--- src/rtl/cmsc_pkg.sv ---
package cmsc_pkg;

	// fixed field widths
	localparam int KIND_BITS      = 3;
	localparam int REQ_BITS       = 3;
	localparam int SLOTS          = 4;
	localparam int SLOT_BITS      = 2;
	localparam int STATE_BITS     = 3;
	localparam int DIR_BITS       = 2;
	localparam int STATUS_BITS    = 2;
	localparam int CFG_INDEX_BITS = 4;
	localparam int CFG_DATA_BITS  = 32;

	// parameter defaults
	localparam int NUM_COVERS_DEF = 4;
	localparam int TIMER_BITS_DEF = 32;

	// request kinds
	localparam logic [KIND_BITS-1:0] KIND_OPEN      = 3'd0;
	localparam logic [KIND_BITS-1:0] KIND_CLOSE     = 3'd1;
	localparam logic [KIND_BITS-1:0] KIND_STOP      = 3'd2;
	localparam logic [KIND_BITS-1:0] KIND_STOP_ALL  = 3'd3;
	localparam logic [KIND_BITS-1:0] KIND_HEARTBEAT = 3'd4;
	localparam logic [KIND_BITS-1:0] KIND_TICK      = 3'd5;
	localparam logic [KIND_BITS-1:0] KIND_INIT      = 3'd6;

	// motion directions
	localparam logic [DIR_BITS-1:0] DIR_STOP  = 2'd0;
	localparam logic [DIR_BITS-1:0] DIR_OPEN  = 2'd1;
	localparam logic [DIR_BITS-1:0] DIR_CLOSE = 2'd2;

	// cover states
	localparam logic [STATE_BITS-1:0] ST_UNKNOWN = 3'd0;
	localparam logic [STATE_BITS-1:0] ST_OPENING = 3'd1;
	localparam logic [STATE_BITS-1:0] ST_CLOSING = 3'd2;
	localparam logic [STATE_BITS-1:0] ST_OPEN    = 3'd3;
	localparam logic [STATE_BITS-1:0] ST_CLOSED  = 3'd4;
	localparam logic [STATE_BITS-1:0] ST_STOPPED = 3'd5;
	localparam logic [STATE_BITS-1:0] ST_ERROR   = 3'd6;

	// status codes
	localparam logic [STATUS_BITS-1:0] STATUS_OK      = 2'd0;
	localparam logic [STATUS_BITS-1:0] STATUS_INVALID = 2'd1;
	localparam logic [STATUS_BITS-1:0] STATUS_HB_BAD  = 2'd2;
	localparam logic [STATUS_BITS-1:0] STATUS_AT_STOP = 2'd3;

	// configuration register indexes
	localparam logic [CFG_INDEX_BITS-1:0] REG_COVER_ENABLE  = 4'd0;
	localparam logic [CFG_INDEX_BITS-1:0] REG_ACTIVE_LOW    = 4'd1;
	localparam logic [CFG_INDEX_BITS-1:0] REG_HB_TIMEOUT    = 4'd2;
	localparam logic [CFG_INDEX_BITS-1:0] REG_POLL_INTERVAL = 4'd3;
	localparam logic [CFG_INDEX_BITS-1:0] REG_MAX_MOVE0     = 4'd4;
	localparam logic [CFG_INDEX_BITS-1:0] REG_MAX_MOVE1     = 4'd5;
	localparam logic [CFG_INDEX_BITS-1:0] REG_MAX_MOVE2     = 4'd6;
	localparam logic [CFG_INDEX_BITS-1:0] REG_MAX_MOVE3     = 4'd7;

	// per-request control from the supervisor to the cover slices
	typedef struct packed {
		logic                 fire;
		logic [KIND_BITS-1:0] kind;
		logic [REQ_BITS-1:0]  req;
		logic                 hb_ok;
		logic                 failsafe_stop;
		logic                 poll_check;
	} cmsc_ctl_t;

endpackage

--- src/rtl/cmsc_if.sv ---
interface cmsc_cmd_if;
	logic                               valid;
	logic                               ready;
	logic [cmsc_pkg::KIND_BITS-1:0]     kind;
	logic [cmsc_pkg::REQ_BITS-1:0]      cover_req;
	logic [cmsc_pkg::SLOTS-1:0]         open_stop_levels;
	logic [cmsc_pkg::SLOTS-1:0]         close_stop_levels;

	modport source (output valid, kind, cover_req, open_stop_levels, close_stop_levels,
		input ready);
	modport sink (input valid, kind, cover_req, open_stop_levels, close_stop_levels,
		output ready);
endinterface

interface cmsc_res_if;
	logic                                       valid;
	logic                                       ready;
	logic [cmsc_pkg::SLOTS-1:0]                 drive_open;
	logic [cmsc_pkg::SLOTS-1:0]                 drive_close;
	logic [cmsc_pkg::STATUS_BITS-1:0]           status;
	logic [cmsc_pkg::SLOTS*cmsc_pkg::STATE_BITS-1:0] cover_states;
	logic [cmsc_pkg::SLOTS-1:0]                 endstop_events;
	logic [cmsc_pkg::SLOTS-1:0]                 timeout_events;
	logic                                       failsafe_trip;
	logic                                       all_stopped;

	modport source (output valid, drive_open, drive_close, status, cover_states,
		endstop_events, timeout_events, failsafe_trip, all_stopped, input ready);
	modport sink (input valid, drive_open, drive_close, status, cover_states,
		endstop_events, timeout_events, failsafe_trip, all_stopped, output ready);
endinterface

interface cmsc_cfg_if;
	logic                                 valid;
	logic                                 ready;
	logic [cmsc_pkg::CFG_INDEX_BITS-1:0]  index;
	logic [cmsc_pkg::CFG_DATA_BITS-1:0]   data;

	modport source (output valid, index, data, input ready);
	modport sink (input valid, index, data, output ready);
endinterface

--- src/rtl/cmsc_cover.sv ---
module cmsc_cover #(
	parameter int IDX        = 0,
	parameter int TIMER_BITS = cmsc_pkg::TIMER_BITS_DEF
) (
	input  logic                                clk,
	input  logic                                arst_n,
	input  cmsc_pkg::cmsc_ctl_t                 ctl,
	input  logic                                enable,
	input  logic                                active_low,
	input  logic [cmsc_pkg::CFG_DATA_BITS-1:0]  max_move,
	input  logic                                open_level,
	input  logic                                close_level,
	output logic [cmsc_pkg::DIR_BITS-1:0]       dir_next,
	output logic [cmsc_pkg::STATE_BITS-1:0]     state_next,
	output logic                                endstop_event,
	output logic                                timeout_event,
	output logic                                moving_now
);

	logic [cmsc_pkg::DIR_BITS-1:0]   dir_q;
	logic [cmsc_pkg::STATE_BITS-1:0] state_q;
	logic [TIMER_BITS-1:0]           elapsed_q;
	logic [TIMER_BITS-1:0]           elapsed_next;
	logic [TIMER_BITS-1:0]           elapsed_inc;
	logic                            target;
	logic                            open_hit;
	logic                            close_hit;
	logic                            moving_q;

	assign target    = (ctl.req == cmsc_pkg::REQ_BITS'(IDX)) && enable;
	assign open_hit  = open_level ^ active_low;
	assign close_hit = close_level ^ active_low;
	assign moving_q  = dir_q != cmsc_pkg::DIR_STOP;
	assign moving_now = enable && moving_q;

	always_comb begin
		elapsed_inc = &elapsed_q ? elapsed_q : elapsed_q + 1'b1;
		dir_next      = dir_q;
		state_next    = state_q;
		elapsed_next  = elapsed_q;
		endstop_event = 1'b0;
		timeout_event = 1'b0;
		case (ctl.kind)
			cmsc_pkg::KIND_OPEN: begin
				if (target && ctl.hb_ok) begin
					dir_next     = open_hit ? cmsc_pkg::DIR_STOP : cmsc_pkg::DIR_OPEN;
					elapsed_next = '0;
					state_next   = open_hit ? cmsc_pkg::ST_OPEN : cmsc_pkg::ST_OPENING;
				end
			end
			cmsc_pkg::KIND_CLOSE: begin
				if (target && ctl.hb_ok) begin
					dir_next     = close_hit ? cmsc_pkg::DIR_STOP : cmsc_pkg::DIR_CLOSE;
					elapsed_next = '0;
					state_next   = close_hit ? cmsc_pkg::ST_CLOSED : cmsc_pkg::ST_CLOSING;
				end
			end
			cmsc_pkg::KIND_STOP: begin
				if (target) begin
					dir_next     = cmsc_pkg::DIR_STOP;
					elapsed_next = '0;
					state_next   = cmsc_pkg::ST_STOPPED;
				end
			end
			cmsc_pkg::KIND_STOP_ALL: begin
				if (enable) begin
					dir_next     = cmsc_pkg::DIR_STOP;
					elapsed_next = '0;
					if (state_q == cmsc_pkg::ST_OPENING || state_q == cmsc_pkg::ST_CLOSING)
						state_next = cmsc_pkg::ST_STOPPED;
				end
			end
			cmsc_pkg::KIND_TICK: begin
				if (moving_q)
					elapsed_next = elapsed_inc;
				if (ctl.failsafe_stop && enable) begin
					dir_next     = cmsc_pkg::DIR_STOP;
					elapsed_next = '0;
					if (state_q == cmsc_pkg::ST_OPENING || state_q == cmsc_pkg::ST_CLOSING)
						state_next = cmsc_pkg::ST_STOPPED;
				end else if (ctl.poll_check && enable && moving_q) begin
					if (dir_q == cmsc_pkg::DIR_OPEN && open_hit) begin
						dir_next      = cmsc_pkg::DIR_STOP;
						elapsed_next  = '0;
						state_next    = cmsc_pkg::ST_OPEN;
						endstop_event = 1'b1;
					end else if (dir_q == cmsc_pkg::DIR_CLOSE && close_hit) begin
						dir_next      = cmsc_pkg::DIR_STOP;
						elapsed_next  = '0;
						state_next    = cmsc_pkg::ST_CLOSED;
						endstop_event = 1'b1;
					end else if (max_move != '0 &&
						cmsc_pkg::CFG_DATA_BITS'(elapsed_inc) >= max_move) begin
						dir_next      = cmsc_pkg::DIR_STOP;
						elapsed_next  = '0;
						state_next    = cmsc_pkg::ST_STOPPED;
						timeout_event = 1'b1;
					end
				end
			end
			cmsc_pkg::KIND_INIT: begin
				dir_next     = cmsc_pkg::DIR_STOP;
				elapsed_next = '0;
				if (!enable)
					state_next = cmsc_pkg::ST_UNKNOWN;
				else if (open_hit && close_hit)
					state_next = cmsc_pkg::ST_ERROR;
				else if (open_hit)
					state_next = cmsc_pkg::ST_OPEN;
				else if (close_hit)
					state_next = cmsc_pkg::ST_CLOSED;
				else
					state_next = cmsc_pkg::ST_UNKNOWN;
			end
			default: begin
			end
		endcase
	end

	always_ff @(posedge clk or negedge arst_n) begin
		if (!arst_n) begin
			dir_q     <= cmsc_pkg::DIR_STOP;
			state_q   <= cmsc_pkg::ST_UNKNOWN;
			elapsed_q <= '0;
		end else if (ctl.fire) begin
			dir_q     <= dir_next;
			state_q   <= state_next;
			elapsed_q <= elapsed_next;
		end
	end

	// a moving cover always shows the matching in-motion state
	a_open_state: assert property (@(posedge clk) disable iff (!arst_n)
		dir_q == cmsc_pkg::DIR_OPEN |-> state_q == cmsc_pkg::ST_OPENING)
		else $error("opening direction without opening state");

	a_close_state: assert property (@(posedge clk) disable iff (!arst_n)
		dir_q == cmsc_pkg::DIR_CLOSE |-> state_q == cmsc_pkg::ST_CLOSING)
		else $error("closing direction without closing state");

	// move time only runs while the motor runs
	a_idle_time: assert property (@(posedge clk) disable iff (!arst_n)
		dir_q == cmsc_pkg::DIR_STOP |-> elapsed_q == '0)
		else $error("move time nonzero on a stopped cover");

	a_one_event: assert property (@(posedge clk) disable iff (!arst_n)
		!(endstop_event && timeout_event))
		else $error("end-stop and timeout on the same cover");

endmodule

--- src/rtl/cmsc_supervisor.sv ---
module cmsc_supervisor #(
	parameter int ACTIVE     = cmsc_pkg::NUM_COVERS_DEF,
	parameter int TIMER_BITS = cmsc_pkg::TIMER_BITS_DEF
) (
	input  logic                                   clk,
	input  logic                                   arst_n,
	input  logic                                   fire,
	input  logic [cmsc_pkg::KIND_BITS-1:0]         kind,
	input  logic [cmsc_pkg::REQ_BITS-1:0]          req,
	input  logic [cmsc_pkg::SLOTS-1:0]             open_levels,
	input  logic [cmsc_pkg::SLOTS-1:0]             close_levels,
	input  logic [cmsc_pkg::SLOTS-1:0]             cover_enable,
	input  logic [cmsc_pkg::SLOTS-1:0]             active_low,
	input  logic [cmsc_pkg::CFG_DATA_BITS-1:0]     hb_timeout,
	input  logic [cmsc_pkg::CFG_DATA_BITS-1:0]     poll_interval,
	input  logic                                   any_moving_now,
	output cmsc_pkg::cmsc_ctl_t                    ctl,
	output logic [cmsc_pkg::STATUS_BITS-1:0]       status,
	output logic                                   trip
);

	logic [TIMER_BITS-1:0]          hb_age_q;
	logic [TIMER_BITS-1:0]          poll_age_q;
	logic                           latched_q;
	logic [TIMER_BITS-1:0]          hb_inc;
	logic [TIMER_BITS-1:0]          poll_inc;
	logic                           hb_ok_now;
	logic                           hb_ok_tick;
	logic                           is_tick;
	logic                           req_ok;
	logic                           at_stop;
	logic [cmsc_pkg::SLOT_BITS-1:0] slot;

	assign hb_inc   = &hb_age_q ? hb_age_q : hb_age_q + 1'b1;
	assign poll_inc = &poll_age_q ? poll_age_q : poll_age_q + 1'b1;

	assign hb_ok_now  = hb_timeout == '0 ||
		cmsc_pkg::CFG_DATA_BITS'(hb_age_q) <= hb_timeout;
	assign hb_ok_tick = hb_timeout == '0 ||
		cmsc_pkg::CFG_DATA_BITS'(hb_inc) <= hb_timeout;
	assign is_tick = kind == cmsc_pkg::KIND_TICK;

	assign ctl.fire          = fire;
	assign ctl.kind          = kind;
	assign ctl.req           = req;
	assign ctl.hb_ok         = hb_ok_now;
	assign ctl.failsafe_stop = is_tick && !hb_ok_tick && any_moving_now;
	assign ctl.poll_check    = is_tick && hb_ok_tick &&
		cmsc_pkg::CFG_DATA_BITS'(poll_inc) >= poll_interval;

	assign trip = ctl.failsafe_stop && !latched_q;

	// addressed cover, only meaningful below the cover count
	assign slot    = req[cmsc_pkg::SLOT_BITS-1:0];
	assign req_ok  = req < cmsc_pkg::REQ_BITS'(ACTIVE) && cover_enable[slot];
	assign at_stop = kind == cmsc_pkg::KIND_OPEN ? open_levels[slot] ^ active_low[slot]
		: close_levels[slot] ^ active_low[slot];

	always_comb begin
		status = cmsc_pkg::STATUS_OK;
		case (kind) inside
			cmsc_pkg::KIND_OPEN, cmsc_pkg::KIND_CLOSE: begin
				if (!req_ok)
					status = cmsc_pkg::STATUS_INVALID;
				else if (!hb_ok_now)
					status = cmsc_pkg::STATUS_HB_BAD;
				else if (at_stop)
					status = cmsc_pkg::STATUS_AT_STOP;
			end
			cmsc_pkg::KIND_STOP: begin
				if (!req_ok)
					status = cmsc_pkg::STATUS_INVALID;
			end
			default: begin
			end
		endcase
	end

	always_ff @(posedge clk or negedge arst_n) begin
		if (!arst_n) begin
			hb_age_q   <= '0;
			poll_age_q <= '0;
			latched_q  <= 1'b0;
		end else if (fire) begin
			case (kind)
				cmsc_pkg::KIND_HEARTBEAT: begin
					hb_age_q  <= '0;
					latched_q <= 1'b0;
				end
				cmsc_pkg::KIND_TICK: begin
					hb_age_q   <= hb_inc;
					poll_age_q <= ctl.poll_check ? '0 : poll_inc;
					if (!hb_ok_tick)
						latched_q <= 1'b1;
				end
				cmsc_pkg::KIND_INIT: begin
					hb_age_q <= '0;
				end
				default: begin
				end
			endcase
		end
	end

endmodule

--- src/rtl/cover_motor_safety_controller.sv ---
// channel  | dir | handshake    | carries
// cmd      | in  | valid/ready  | kind, cover_req, open_stop_levels, close_stop_levels
// res      | out | valid/ready  | drives, status, cover_states, events, trip, all_stopped
// cfg      | in  | valid/ready  | register index, write data (always ready)
//
// one request per cycle sustained unless the result stalls: a request waits in the
// input register, then the cover slices and supervisor update state and load the
// result register at the same edge, which presents the result on res.
// reset clears flags, state and config, not request or result data; no clearing pass.
// a stalled result holds and the input register still takes one more request.
module cover_motor_safety_controller #(
	parameter int NUM_COVERS = cmsc_pkg::NUM_COVERS_DEF,
	parameter int TIMER_BITS = cmsc_pkg::TIMER_BITS_DEF
) (
	input logic      clk,
	input logic      arst_n,
	cmsc_cmd_if.sink cmd,
	cmsc_res_if.source res,
	cmsc_cfg_if.sink cfg
);

	localparam int ACTIVE = NUM_COVERS < cmsc_pkg::SLOTS ? NUM_COVERS : cmsc_pkg::SLOTS;
	localparam int SL     = cmsc_pkg::SLOTS;
	localparam int SB     = cmsc_pkg::STATE_BITS;

	// configuration
	logic [SL-1:0]                        cover_enable_q;
	logic [SL-1:0]                        active_low_q;
	logic [cmsc_pkg::CFG_DATA_BITS-1:0]   hb_timeout_q;
	logic [cmsc_pkg::CFG_DATA_BITS-1:0]   poll_interval_q;
	logic [cmsc_pkg::CFG_DATA_BITS-1:0]   max_move_q [SL];

	// input register
	logic                                 valid_s1;
	logic [cmsc_pkg::KIND_BITS-1:0]       kind_s1;
	logic [cmsc_pkg::REQ_BITS-1:0]        req_s1;
	logic [SL-1:0]                        olv_s1;
	logic [SL-1:0]                        clv_s1;

	// result register
	logic                                 res_valid_q;
	logic [SL-1:0]                        drive_open_q;
	logic [SL-1:0]                        drive_close_q;
	logic [cmsc_pkg::STATUS_BITS-1:0]     status_q;
	logic [SL*SB-1:0]                     cover_states_q;
	logic [SL-1:0]                        endstop_q;
	logic [SL-1:0]                        timeout_q;
	logic                                 trip_q;
	logic                                 all_stopped_q;

	logic                                 res_free;
	logic                                 fire;
	cmsc_pkg::cmsc_ctl_t                  ctl;
	logic [cmsc_pkg::STATUS_BITS-1:0]     status_w;
	logic                                 trip_w;
	logic [cmsc_pkg::DIR_BITS-1:0]        dir_w [SL];
	logic [SB-1:0]                        state_w [SL];
	logic [SL-1:0]                        endstop_w;
	logic [SL-1:0]                        timeout_w;
	logic [SL-1:0]                        moving_w;
	logic [SL-1:0]                        open_w;
	logic [SL-1:0]                        close_w;
	logic [SL*SB-1:0]                     states_w;

	assign res_free  = !res_valid_q || res.ready;
	assign fire      = valid_s1 && res_free;
	assign cmd.ready = !valid_s1 || res_free;
	assign cfg.ready = 1'b1;

	always_ff @(posedge clk or negedge arst_n) begin
		if (!arst_n) begin
			cover_enable_q  <= '0;
			active_low_q    <= '0;
			hb_timeout_q    <= '0;
			poll_interval_q <= '0;
			for (int i = 0; i < SL; i++)
				max_move_q[i] <= '0;
		end else if (cfg.valid) begin
			unique case (cfg.index)
				cmsc_pkg::REG_COVER_ENABLE:  cover_enable_q  <= cfg.data[SL-1:0];
				cmsc_pkg::REG_ACTIVE_LOW:    active_low_q    <= cfg.data[SL-1:0];
				cmsc_pkg::REG_HB_TIMEOUT:    hb_timeout_q    <= cfg.data;
				cmsc_pkg::REG_POLL_INTERVAL: poll_interval_q <= cfg.data;
				cmsc_pkg::REG_MAX_MOVE0:     max_move_q[0]   <= cfg.data;
				cmsc_pkg::REG_MAX_MOVE1:     max_move_q[1]   <= cfg.data;
				cmsc_pkg::REG_MAX_MOVE2:     max_move_q[2]   <= cfg.data;
				cmsc_pkg::REG_MAX_MOVE3:     max_move_q[3]   <= cfg.data;
				default: begin
				end
			endcase
		end
	end

	always_ff @(posedge clk or negedge arst_n) begin
		if (!arst_n)
			valid_s1 <= 1'b0;
		else if (cmd.valid && cmd.ready)
			valid_s1 <= 1'b1;
		else if (fire)
			valid_s1 <= 1'b0;
	end

	always_ff @(posedge clk) begin
		if (cmd.valid && cmd.ready) begin
			kind_s1 <= cmd.kind;
			req_s1  <= cmd.cover_req;
			olv_s1  <= cmd.open_stop_levels;
			clv_s1  <= cmd.close_stop_levels;
		end
	end

	cmsc_supervisor #(
		.ACTIVE     (ACTIVE),
		.TIMER_BITS (TIMER_BITS)
	) u_sup (
		.clk            (clk),
		.arst_n         (arst_n),
		.fire           (fire),
		.kind           (kind_s1),
		.req            (req_s1),
		.open_levels    (olv_s1),
		.close_levels   (clv_s1),
		.cover_enable   (cover_enable_q),
		.active_low     (active_low_q),
		.hb_timeout     (hb_timeout_q),
		.poll_interval  (poll_interval_q),
		.any_moving_now (|moving_w),
		.ctl            (ctl),
		.status         (status_w),
		.trip           (trip_w)
	);

	for (genvar i = 0; i < SL; i++) begin : g_cover
		if (i < ACTIVE) begin : g_on
			logic moving_now;
			cmsc_cover #(
				.IDX        (i),
				.TIMER_BITS (TIMER_BITS)
			) u_cover (
				.clk           (clk),
				.arst_n        (arst_n),
				.ctl           (ctl),
				.enable        (cover_enable_q[i]),
				.active_low    (active_low_q[i]),
				.max_move      (max_move_q[i]),
				.open_level    (olv_s1[i]),
				.close_level   (clv_s1[i]),
				.dir_next      (dir_w[i]),
				.state_next    (state_w[i]),
				.endstop_event (endstop_w[i]),
				.timeout_event (timeout_w[i]),
				.moving_now    (moving_now)
			);
			assign moving_w[i] = moving_now;
		end else begin : g_off
			// slots past the cover count never move
			assign dir_w[i]     = cmsc_pkg::DIR_STOP;
			assign state_w[i]   = cmsc_pkg::ST_UNKNOWN;
			assign endstop_w[i] = 1'b0;
			assign timeout_w[i] = 1'b0;
			assign moving_w[i]  = 1'b0;
		end
		assign open_w[i]             = dir_w[i] == cmsc_pkg::DIR_OPEN;
		assign close_w[i]            = dir_w[i] == cmsc_pkg::DIR_CLOSE;
		assign states_w[i*SB +: SB]  = state_w[i];
	end

	always_ff @(posedge clk or negedge arst_n) begin
		if (!arst_n)
			res_valid_q <= 1'b0;
		else if (fire)
			res_valid_q <= 1'b1;
		else if (res.ready)
			res_valid_q <= 1'b0;
	end

	always_ff @(posedge clk) begin
		if (fire) begin
			drive_open_q   <= open_w;
			drive_close_q  <= close_w;
			status_q       <= status_w;
			cover_states_q <= states_w;
			endstop_q      <= endstop_w;
			timeout_q      <= timeout_w;
			trip_q         <= trip_w;
			all_stopped_q  <= !(|(cover_enable_q & (open_w | close_w)));
		end
	end

	assign res.valid          = res_valid_q;
	assign res.drive_open     = drive_open_q;
	assign res.drive_close    = drive_close_q;
	assign res.status         = status_q;
	assign res.cover_states   = cover_states_q;
	assign res.endstop_events = endstop_q;
	assign res.timeout_events = timeout_q;
	assign res.failsafe_trip  = trip_q;
	assign res.all_stopped    = all_stopped_q;

endmodule
--- src/flat_wrapper.sv ---
// flat-port wrapper written by rule: the top's interface ports become plain ports
module cover_motor_safety_controller_flat 
#(
	parameter int NUM_COVERS = cmsc_pkg::NUM_COVERS_DEF,
	parameter int TIMER_BITS = cmsc_pkg::TIMER_BITS_DEF
)
  (clk, arst_n, cmd_valid, cmd_kind, cmd_cover_req, cmd_open_stop_levels, cmd_close_stop_levels, cmd_ready, res_valid, res_drive_open, res_drive_close, res_status, res_cover_states, res_endstop_events, res_timeout_events, res_failsafe_trip, res_all_stopped, res_ready, cfg_valid, cfg_index, cfg_data, cfg_ready);
  cmsc_cmd_if cmd_i ();
  cmsc_res_if res_i ();
  cmsc_cfg_if cfg_i ();
  input logic clk;
  input logic arst_n;
  input wire logic [$bits(cmd_i.valid)-1:0] cmd_valid;
  input wire logic [$bits(cmd_i.kind)-1:0] cmd_kind;
  input wire logic [$bits(cmd_i.cover_req)-1:0] cmd_cover_req;
  input wire logic [$bits(cmd_i.open_stop_levels)-1:0] cmd_open_stop_levels;
  input wire logic [$bits(cmd_i.close_stop_levels)-1:0] cmd_close_stop_levels;
  output wire logic [$bits(cmd_i.ready)-1:0] cmd_ready;
  output wire logic [$bits(res_i.valid)-1:0] res_valid;
  output wire logic [$bits(res_i.drive_open)-1:0] res_drive_open;
  output wire logic [$bits(res_i.drive_close)-1:0] res_drive_close;
  output wire logic [$bits(res_i.status)-1:0] res_status;
  output wire logic [$bits(res_i.cover_states)-1:0] res_cover_states;
  output wire logic [$bits(res_i.endstop_events)-1:0] res_endstop_events;
  output wire logic [$bits(res_i.timeout_events)-1:0] res_timeout_events;
  output wire logic [$bits(res_i.failsafe_trip)-1:0] res_failsafe_trip;
  output wire logic [$bits(res_i.all_stopped)-1:0] res_all_stopped;
  input wire logic [$bits(res_i.ready)-1:0] res_ready;
  input wire logic [$bits(cfg_i.valid)-1:0] cfg_valid;
  input wire logic [$bits(cfg_i.index)-1:0] cfg_index;
  input wire logic [$bits(cfg_i.data)-1:0] cfg_data;
  output wire logic [$bits(cfg_i.ready)-1:0] cfg_ready;
  assign cmd_i.valid = cmd_valid;
  assign cmd_i.kind = cmd_kind;
  assign cmd_i.cover_req = cmd_cover_req;
  assign cmd_i.open_stop_levels = cmd_open_stop_levels;
  assign cmd_i.close_stop_levels = cmd_close_stop_levels;
  assign cmd_ready = cmd_i.ready;
  assign res_valid = res_i.valid;
  assign res_drive_open = res_i.drive_open;
  assign res_drive_close = res_i.drive_close;
  assign res_status = res_i.status;
  assign res_cover_states = res_i.cover_states;
  assign res_endstop_events = res_i.endstop_events;
  assign res_timeout_events = res_i.timeout_events;
  assign res_failsafe_trip = res_i.failsafe_trip;
  assign res_all_stopped = res_i.all_stopped;
  assign res_i.ready = res_ready;
  assign cfg_i.valid = cfg_valid;
  assign cfg_i.index = cfg_index;
  assign cfg_i.data = cfg_data;
  assign cfg_ready = cfg_i.ready;
  cover_motor_safety_controller #(.NUM_COVERS(NUM_COVERS), .TIMER_BITS(TIMER_BITS)) u_core (.clk(clk), .arst_n(arst_n), .cmd(cmd_i), .res(res_i), .cfg(cfg_i));
endmodule
--- config.mk ---
export PLATFORM = sky130hd
export DESIGN_NAME = cover_motor_safety_controller_flat
export DESIGN_NICKNAME = d
export VERILOG_FILES = /design/src/rtl/cmsc_pkg.sv /design/src/rtl/cmsc_if.sv /design/src/rtl/cmsc_cover.sv /design/src/rtl/cmsc_supervisor.sv /design/src/rtl/cover_motor_safety_controller.sv /design/src/flat_wrapper.sv
export SDC_FILE = /design/constraint.sdc
export NUM_CORES = 1
export LEC_CHECK = 0
export ABC_AREA = 1
export BUFFER_PORTS_ARGS = -buffer_cell sky130_fd_sc_hd__buf_4
export CAP_MARGIN = 15
export CORE_ASPECT_RATIO = 2
export CORE_MARGIN = 2
export CORE_UTILIZATION = 30
export CTS_CLUSTER_DIAMETER = 50
export CTS_CLUSTER_SIZE = 24
export DETAILED_ROUTE_END_ITERATION = 8
export GPL_TIMING_DRIVEN = 0
export PLACE_DENSITY = 0.45
export SYNTH_ARGS = -nofsm -noshare
export SYNTH_HDL_FRONTEND = slang
export SYNTH_SLANG_ARGS = --single-unit
--- constraint.sdc ---
create_clock -name clk -period 8.08 [get_ports clk]
set_input_delay 0.404 -clock clk [delete_from_list [all_inputs] [get_ports clk]]
set_output_delay 0.404 -clock clk [all_outputs]
set_load 0.01 [all_outputs]
After elaboration in Yosys (flattened, before gate mapping). Cells that the tools add are included.

Magnitude comparators: 9. Bitwise gates (word level): 17. Mux-type cells: 197. Reduce and logical (&&, ||, !) cells: 111. $add $sub $neg: 6. Eq/ne operators: 53.

Operators with widths (count): $mux W32 (43); $pmux W32 S5 (4); $add A32 B1 Y32 const B (6); $reduce_and A32 Y1 (6); $mux W3 (60); $ge A32 B32 Y1 (5); $reduce_bool A32 Y1 (4); $mux W2 (48); $pmux W3 S6 (4); $le A32 B32 Y1 (2); $pmux W32 S2 (1); $logic_and A1 B1 Y1 (48); $pmux W2 S6 (4); $logic_not A32 Y1 (1); $mux W1 (28); $eq A3 B2 Y1 const B (8); $reduce_and A2 Y1 (10); $reduce_and A5 Y1 (4); $reduce_or A5 Y1 (4); $eq A3 B1 Y1 const B (6); $eq A2 B1 Y1 const B (8); $eq A2 B2 Y1 const B (8); $eq A4 B3 Y1 const B (4); $ne A2 B1 Y1 const B (8); other kinds (22) (69).

Flip-flop bits (word level): 461. Output and inout bits: 35.

Depth between registers and ports, before layout.
Word-level depth: 16. Depth in mapped cells: 36. Depth with buffers taken out: 36.

By module. Synthesis repeated with hierarchy kept, for this count alone.

Cell total of the unflattened synthesis: 4840. Area, all modules: 34311.7 um^2.

Modules (own cells, without submodules): cover_motor_safety_controller (area each 9877.0 um^2, cells an instance 1034, times used 1); cmsc_supervisor (area each 7480.9 um^2, cells an instance 1151, times used 1); cmsc_cover at u_core.g_cover[2].g_on.u_cover (area each 4271.6 um^2, cells an instance 661, times used 1); cmsc_cover at u_core.g_cover[3].g_on.u_cover (area each 4269.1 um^2, cells an instance 667, times used 1); cmsc_cover at u_core.g_cover[0].g_on.u_cover (area each 4224.1 um^2, cells an instance 667, times used 1); cmsc_cover at u_core.g_cover[1].g_on.u_cover (area each 4189.0 um^2, cells an instance 660, times used 1).

Worst setup path after synthesis. OpenSTA, ideal clock, no wires.

Path kind: register to register. From: register u_core.u_sup.hb_age_q[0]. To: register u_core.all_stopped_q, in the netlist u_core.res.all_stopped, data pin. Setup slack: 3.844 ns. Clock period less this slack: 4.236 ns. Cell stages (with the launch flop): 32. Arrival time: 3.980 ns. Path buffers: 0. Cells stage by stage: dfrtp_1 > ha_1 > nand2_1 > nor3_2 > inv_2 > nor2_1 > nand4_1 > nor2_4 > nor4_2 > nand2_2 > xor2_1 > inv_1 > ha_1 > nand2_1 > inv_1 > nand2_1 > nand2_1 > nand2_1 > nand2_1 > a21oi_1 > nand2_2 > nand2_4 > nand3_4 > nor2_2 > o21ai_2 > nand3_4 > nand2_2 > a21oi_2 > inv_1 > ha_1 > o22ai_1 > nor2_1.

RTL lines: from (decl) (RTL line cmsc_supervisor.sv:22) `logic [TIMER_BITS-1:0] hb_age_q;`; from (signal assigned) (RTL line cmsc_supervisor.sv:91) `hb_age_q <= hb_inc;`; to (signal assigned) (RTL line cover_motor_safety_controller.sv:186) `all_stopped_q <= !(|(cover_enable_q & (open_w | close_w)));`; to (decl) (RTL line cover_motor_safety_controller.sv:49) `logic all_stopped_q;`.

==> impl_metrics.py <==
metrics = {
    "grt": {
        "met1_usage": 0.227,
        "grt.total_usage": 0.233,
        "met2_usage": 0.459,
        "gr-total-overflow": 0,
        "antenna_found_initial": 6,
        "grt_pass1_wl_mm": 192,
        "grt_pass1_vias": 30900,
        "use_met3": 0.0194,
        "grt_start_max_net_pins": 107,
        "busiest_layer": "met2",
    },
    "detailed_routing": {
        "drt-vias-per-instance": 5.05,
        "detail_route.first_pass.iterations": 5,
        "wl_per_cell_um": 21.7,
        "drt_iter0_drc": 1501,
        "drt-total-wl_mm": 129,
        "post-route-drc-count": 0,
        "ant_nets": 0,
        "num_vias": 30100,
    },
    "power": {
        "ir_worst_vdd_mv": 0.162,
        "p_leak_nw": 17.7,
        "pwr_density_cell_nw_per_um2": 222,
    },
    "clocking": {
        "cts_num_sinks": 461,
        "cts_made_buffers": 44,
        "clk_pin_slew_ns": 0.10,
        "htree_levels": 2,
        "ctsResizeCount": 0,
        "cts_tree": "built",
        "cts_root_buf": "clkbuf_16",
        "clock_path_buffers": 3,
        "clk_latency_ns": 0.65,
    },
    "synth": {
        "synth_enable_flop_cells": 46,
        "yosys-top-cells-area": "dfrtp_1, nand2_1, ha_1",
        "syn_nets": 4690,
        "synth_top_area_frac": 0.322,
        "synth-main-ff-cell": "dfrtp_1",
        "synth_warnings": 0,
        "avgSynthCellArea_um2": 7.33,
        "yosys.area.top_type": "dfrtp_1",
        "ys_seq_elements": 461,
        "async_flop_share": 0.900,
        "synthCells": 4397,
        "synth_area_um2": 32200,
        "yosysSeqAreaShare": 0.365,
        "yosysUniqueCellTypes": 65,
    },
    "worst_setup_path": {
        "path_max_fanout": 9,
        "crit_slowest_cell": "a21oi_1",
        "slowest_delay_ns": 0.66,
        "startpoint_type": "flop",
        "path_class": "reg2reg",
        "end_kind": "flop",
        "worstPathArrival_ns": 6.94,
        "path_common_cell": "nand2_1",
        "r2r_setup_slack_ns": 1.50,
        "cp.required_ns": 8.44,
    },
    "floorplan": {
        "coreArea_um2": 107000,
        "die_y_um": 467,
        "dieArea_um2": 110000,
        "rows": 170,
        "die_w_um": 236,
        "start_util": 0.301,
        "ioPinCount": 90,
    },
    "final_layout": {
        "final_cell_area_um2": 36500,
        "area_delta_synth_final_pct": 13.3,
        "fillers": 11600,
        "drive_gt1_frac": 0.0796,
        "fin_cells": 5965,
        "regArea_um2": 11800,
        "final_core_util": 0.341,
        "multi_input_area_um2": 17600,
        "layout.nets": 4846,
    },
    "timing": {
        "max_freq_mhz": 152,
        "setup_violations": 0,
        "fin_skew_ns": 0.0466,
        "period_minus_slack_ns": 6.58,
        "worstMarginPinSlew_ns": 1.10,
        "hold_violations": 0,
        "timing.final.crit_share": 0.815,
        "fin_setup_tns_ns": 0,
        "rsz0062_at_grt": "false",
        "holdWs_ns": 0.0509,
        "relSlewSlack": 0.267,
        "drv_slew": 0,
    },
    "job": {
        "max_cap_violations": 0,
    },
    "placed_design": {
        "port_buffers": 88,
        "place_area_um2": 34800,
        "hpwlAfterDp_mm": 103,
        "place_congestion": 0.967,
        "dp.cells": 5867,
    },
    "hold_path": {
        "hold_path.class": "in2reg",
    },
    "outcome": {
        "status": "finished, final reports clean",
    },
}
## cells by family (layout without fill, tap and decap cells)
kind of cell,Yosys count,count (layout),synth area share
DFF,461,461,0.365
and+or+nand+nor,2057,2057,0.277
xor gates and xnor gates,165,165,0.0453
other,1,3,0.000116
buffers and inverters,740,930,0.0892
AOI/OAI and AO/OA,735,735,0.130
adders and majority gates,238,238,0.0924
## report_power, final
part	switching, mW	internal (mW)	total, mW
Combinational	1.79	0.861	2.65
Clock	1.23	1.16	2.38
Sequential	0.342	2.73	3.08
Total	3.35	4.75	8.11
## area by class of cell
type                    count  area share
multi-input cells        3196       0.481
flip-flops and latches    461       0.322
inverters                 616      0.0634
well taps                1376      0.0472
clock buffers              49      0.0315
repair buffers            110      0.0267
plain buffers             124      0.0154
clock inverters            31      0.0120
diodes                      2    0.000137
## registers in the layout, indices dropped and copies added, names as in the netlist, 2 cells and up
signal                                 cells
u_core.res.endstop_events                  4
u_core.clv_s1                              4
u_core.u_sup.hb_age_q                     32
u_core.req_s1                              3
u_core.poll_interval_q                    32
u_core.res.timeout_events                  4
u_core.g_cover.g_on.u_cover.dir_q          8
u_core.res.drive_close                     4
u_core.res.status                          2
u_core.res.cover_states                   12
u_core.g_cover.g_on.u_cover.elapsed_q    128
u_core.max_move_q                        128
u_core.hb_timeout_q                       32
u_core.kind_s1                             3
u_core.olv_s1                              4
u_core.g_cover.g_on.u_cover.state_q       12
u_core.u_sup.poll_age_q                   32
u_core.active_low_q                        4
u_core.cover_enable_q                      4
u_core.res.drive_open                      4
## through the flow
stage | setup WS (ns) | total power, mW
floorplan | 3.84 | 4.76
global placement | 1.51 | 5.73
detailed placement | 1.50 | 5.78
CTS | 1.44 | 8.21
global route | 1.17 | 8.65
finish | 1.50 | 8.11
## worst max-delay path, delay by kind of cell, from the launching register on
kind / cells / cell delay, ns
AOI/OAI and AO/OA: 4 / 1.57
xor gates and xnor gates: 1 / 0.32
adders and majority gates: 3 / 0.82
buffers and inverters: 4 / 0.31
DFF: 1 / 0.45
and+or+nand+nor: 17 / 2.82
## layer usage
layer,vias to the layer above,routed length (um)
met2,733,70500
li1,14700,-
met5,-,0
met3,307,3950
met1,14400,44700
met4,0,10100
## final timing paths
path                                           from  depth (start not counted)                                            to
max                        u_core.u_sup.hb_age_q[1]                         29                        u_core.res.all_stopped
min                                       res_ready                          4                              u_core.res.valid
max reg2reg                u_core.u_sup.hb_age_q[1]                         29                        u_core.res.all_stopped
min reg2reg                  u_core.max_move_q[106]                          2                        u_core.max_move_q[106]
max in group asynchronous                    arst_n                          4  u_core.g_cover[1].g_on.u_cover.elapsed_q[21]
min in group asynchronous                    arst_n                          2  u_core.g_cover[0].g_on.u_cover.elapsed_q[12]
## layout by cell type, fill, tap and decap left out, types with 12 or more instances in the layout
| master | instances |
|---|---|
| a21oi_1 | 144 |
| buf_2 | 19 |
| buf_4 | 94 |
| clkbuf_1 | 92 |
| clkbuf_16 | 45 |
| dfrtp_1 | 415 |
| dlygate4sd3_1 | 16 |
| edfxtp_1 | 46 |
| ha_1 | 238 |
| inv_1 | 587 |
| inv_2 | 26 |
| nand2_1 | 1229 |
| nand2_2 | 25 |
| nand3_1 | 152 |
| nand4_1 | 81 |
| nor2_1 | 324 |
| nor2_2 | 19 |
| nor3_1 | 115 |
| nor3_2 | 14 |
| nor4_1 | 53 |
| o211ai_1 | 12 |
| o21ai_0 | 411 |
| o21ai_1 | 27 |
| o22ai_1 | 36 |
| o22ai_2 | 20 |
| xnor2_1 | 18 |
| xor2_1 | 145 |
## repair_timing
| action | in CTS | in global routing |
|---|---|---|
| hold buffers | 16 | 0 |
| endpoints found under the hold margin | 59 | 0 |
| setup endpoints to repair | 0 | 0 |
| buffers inserted | 0 | 0 |
## Yosys cell counts (all sizes together) (58+ instances only)
library cell,count
nand3,157
o21ai,440
a21oi,147
nor3,132
clkbuf,90
nor4,58
nor2,352
dfrtp,415
inv,614
ha,238
xor2,147
nand4,85
nand2,1257
No activity file was read; power rests on OpenSTA's default activity.
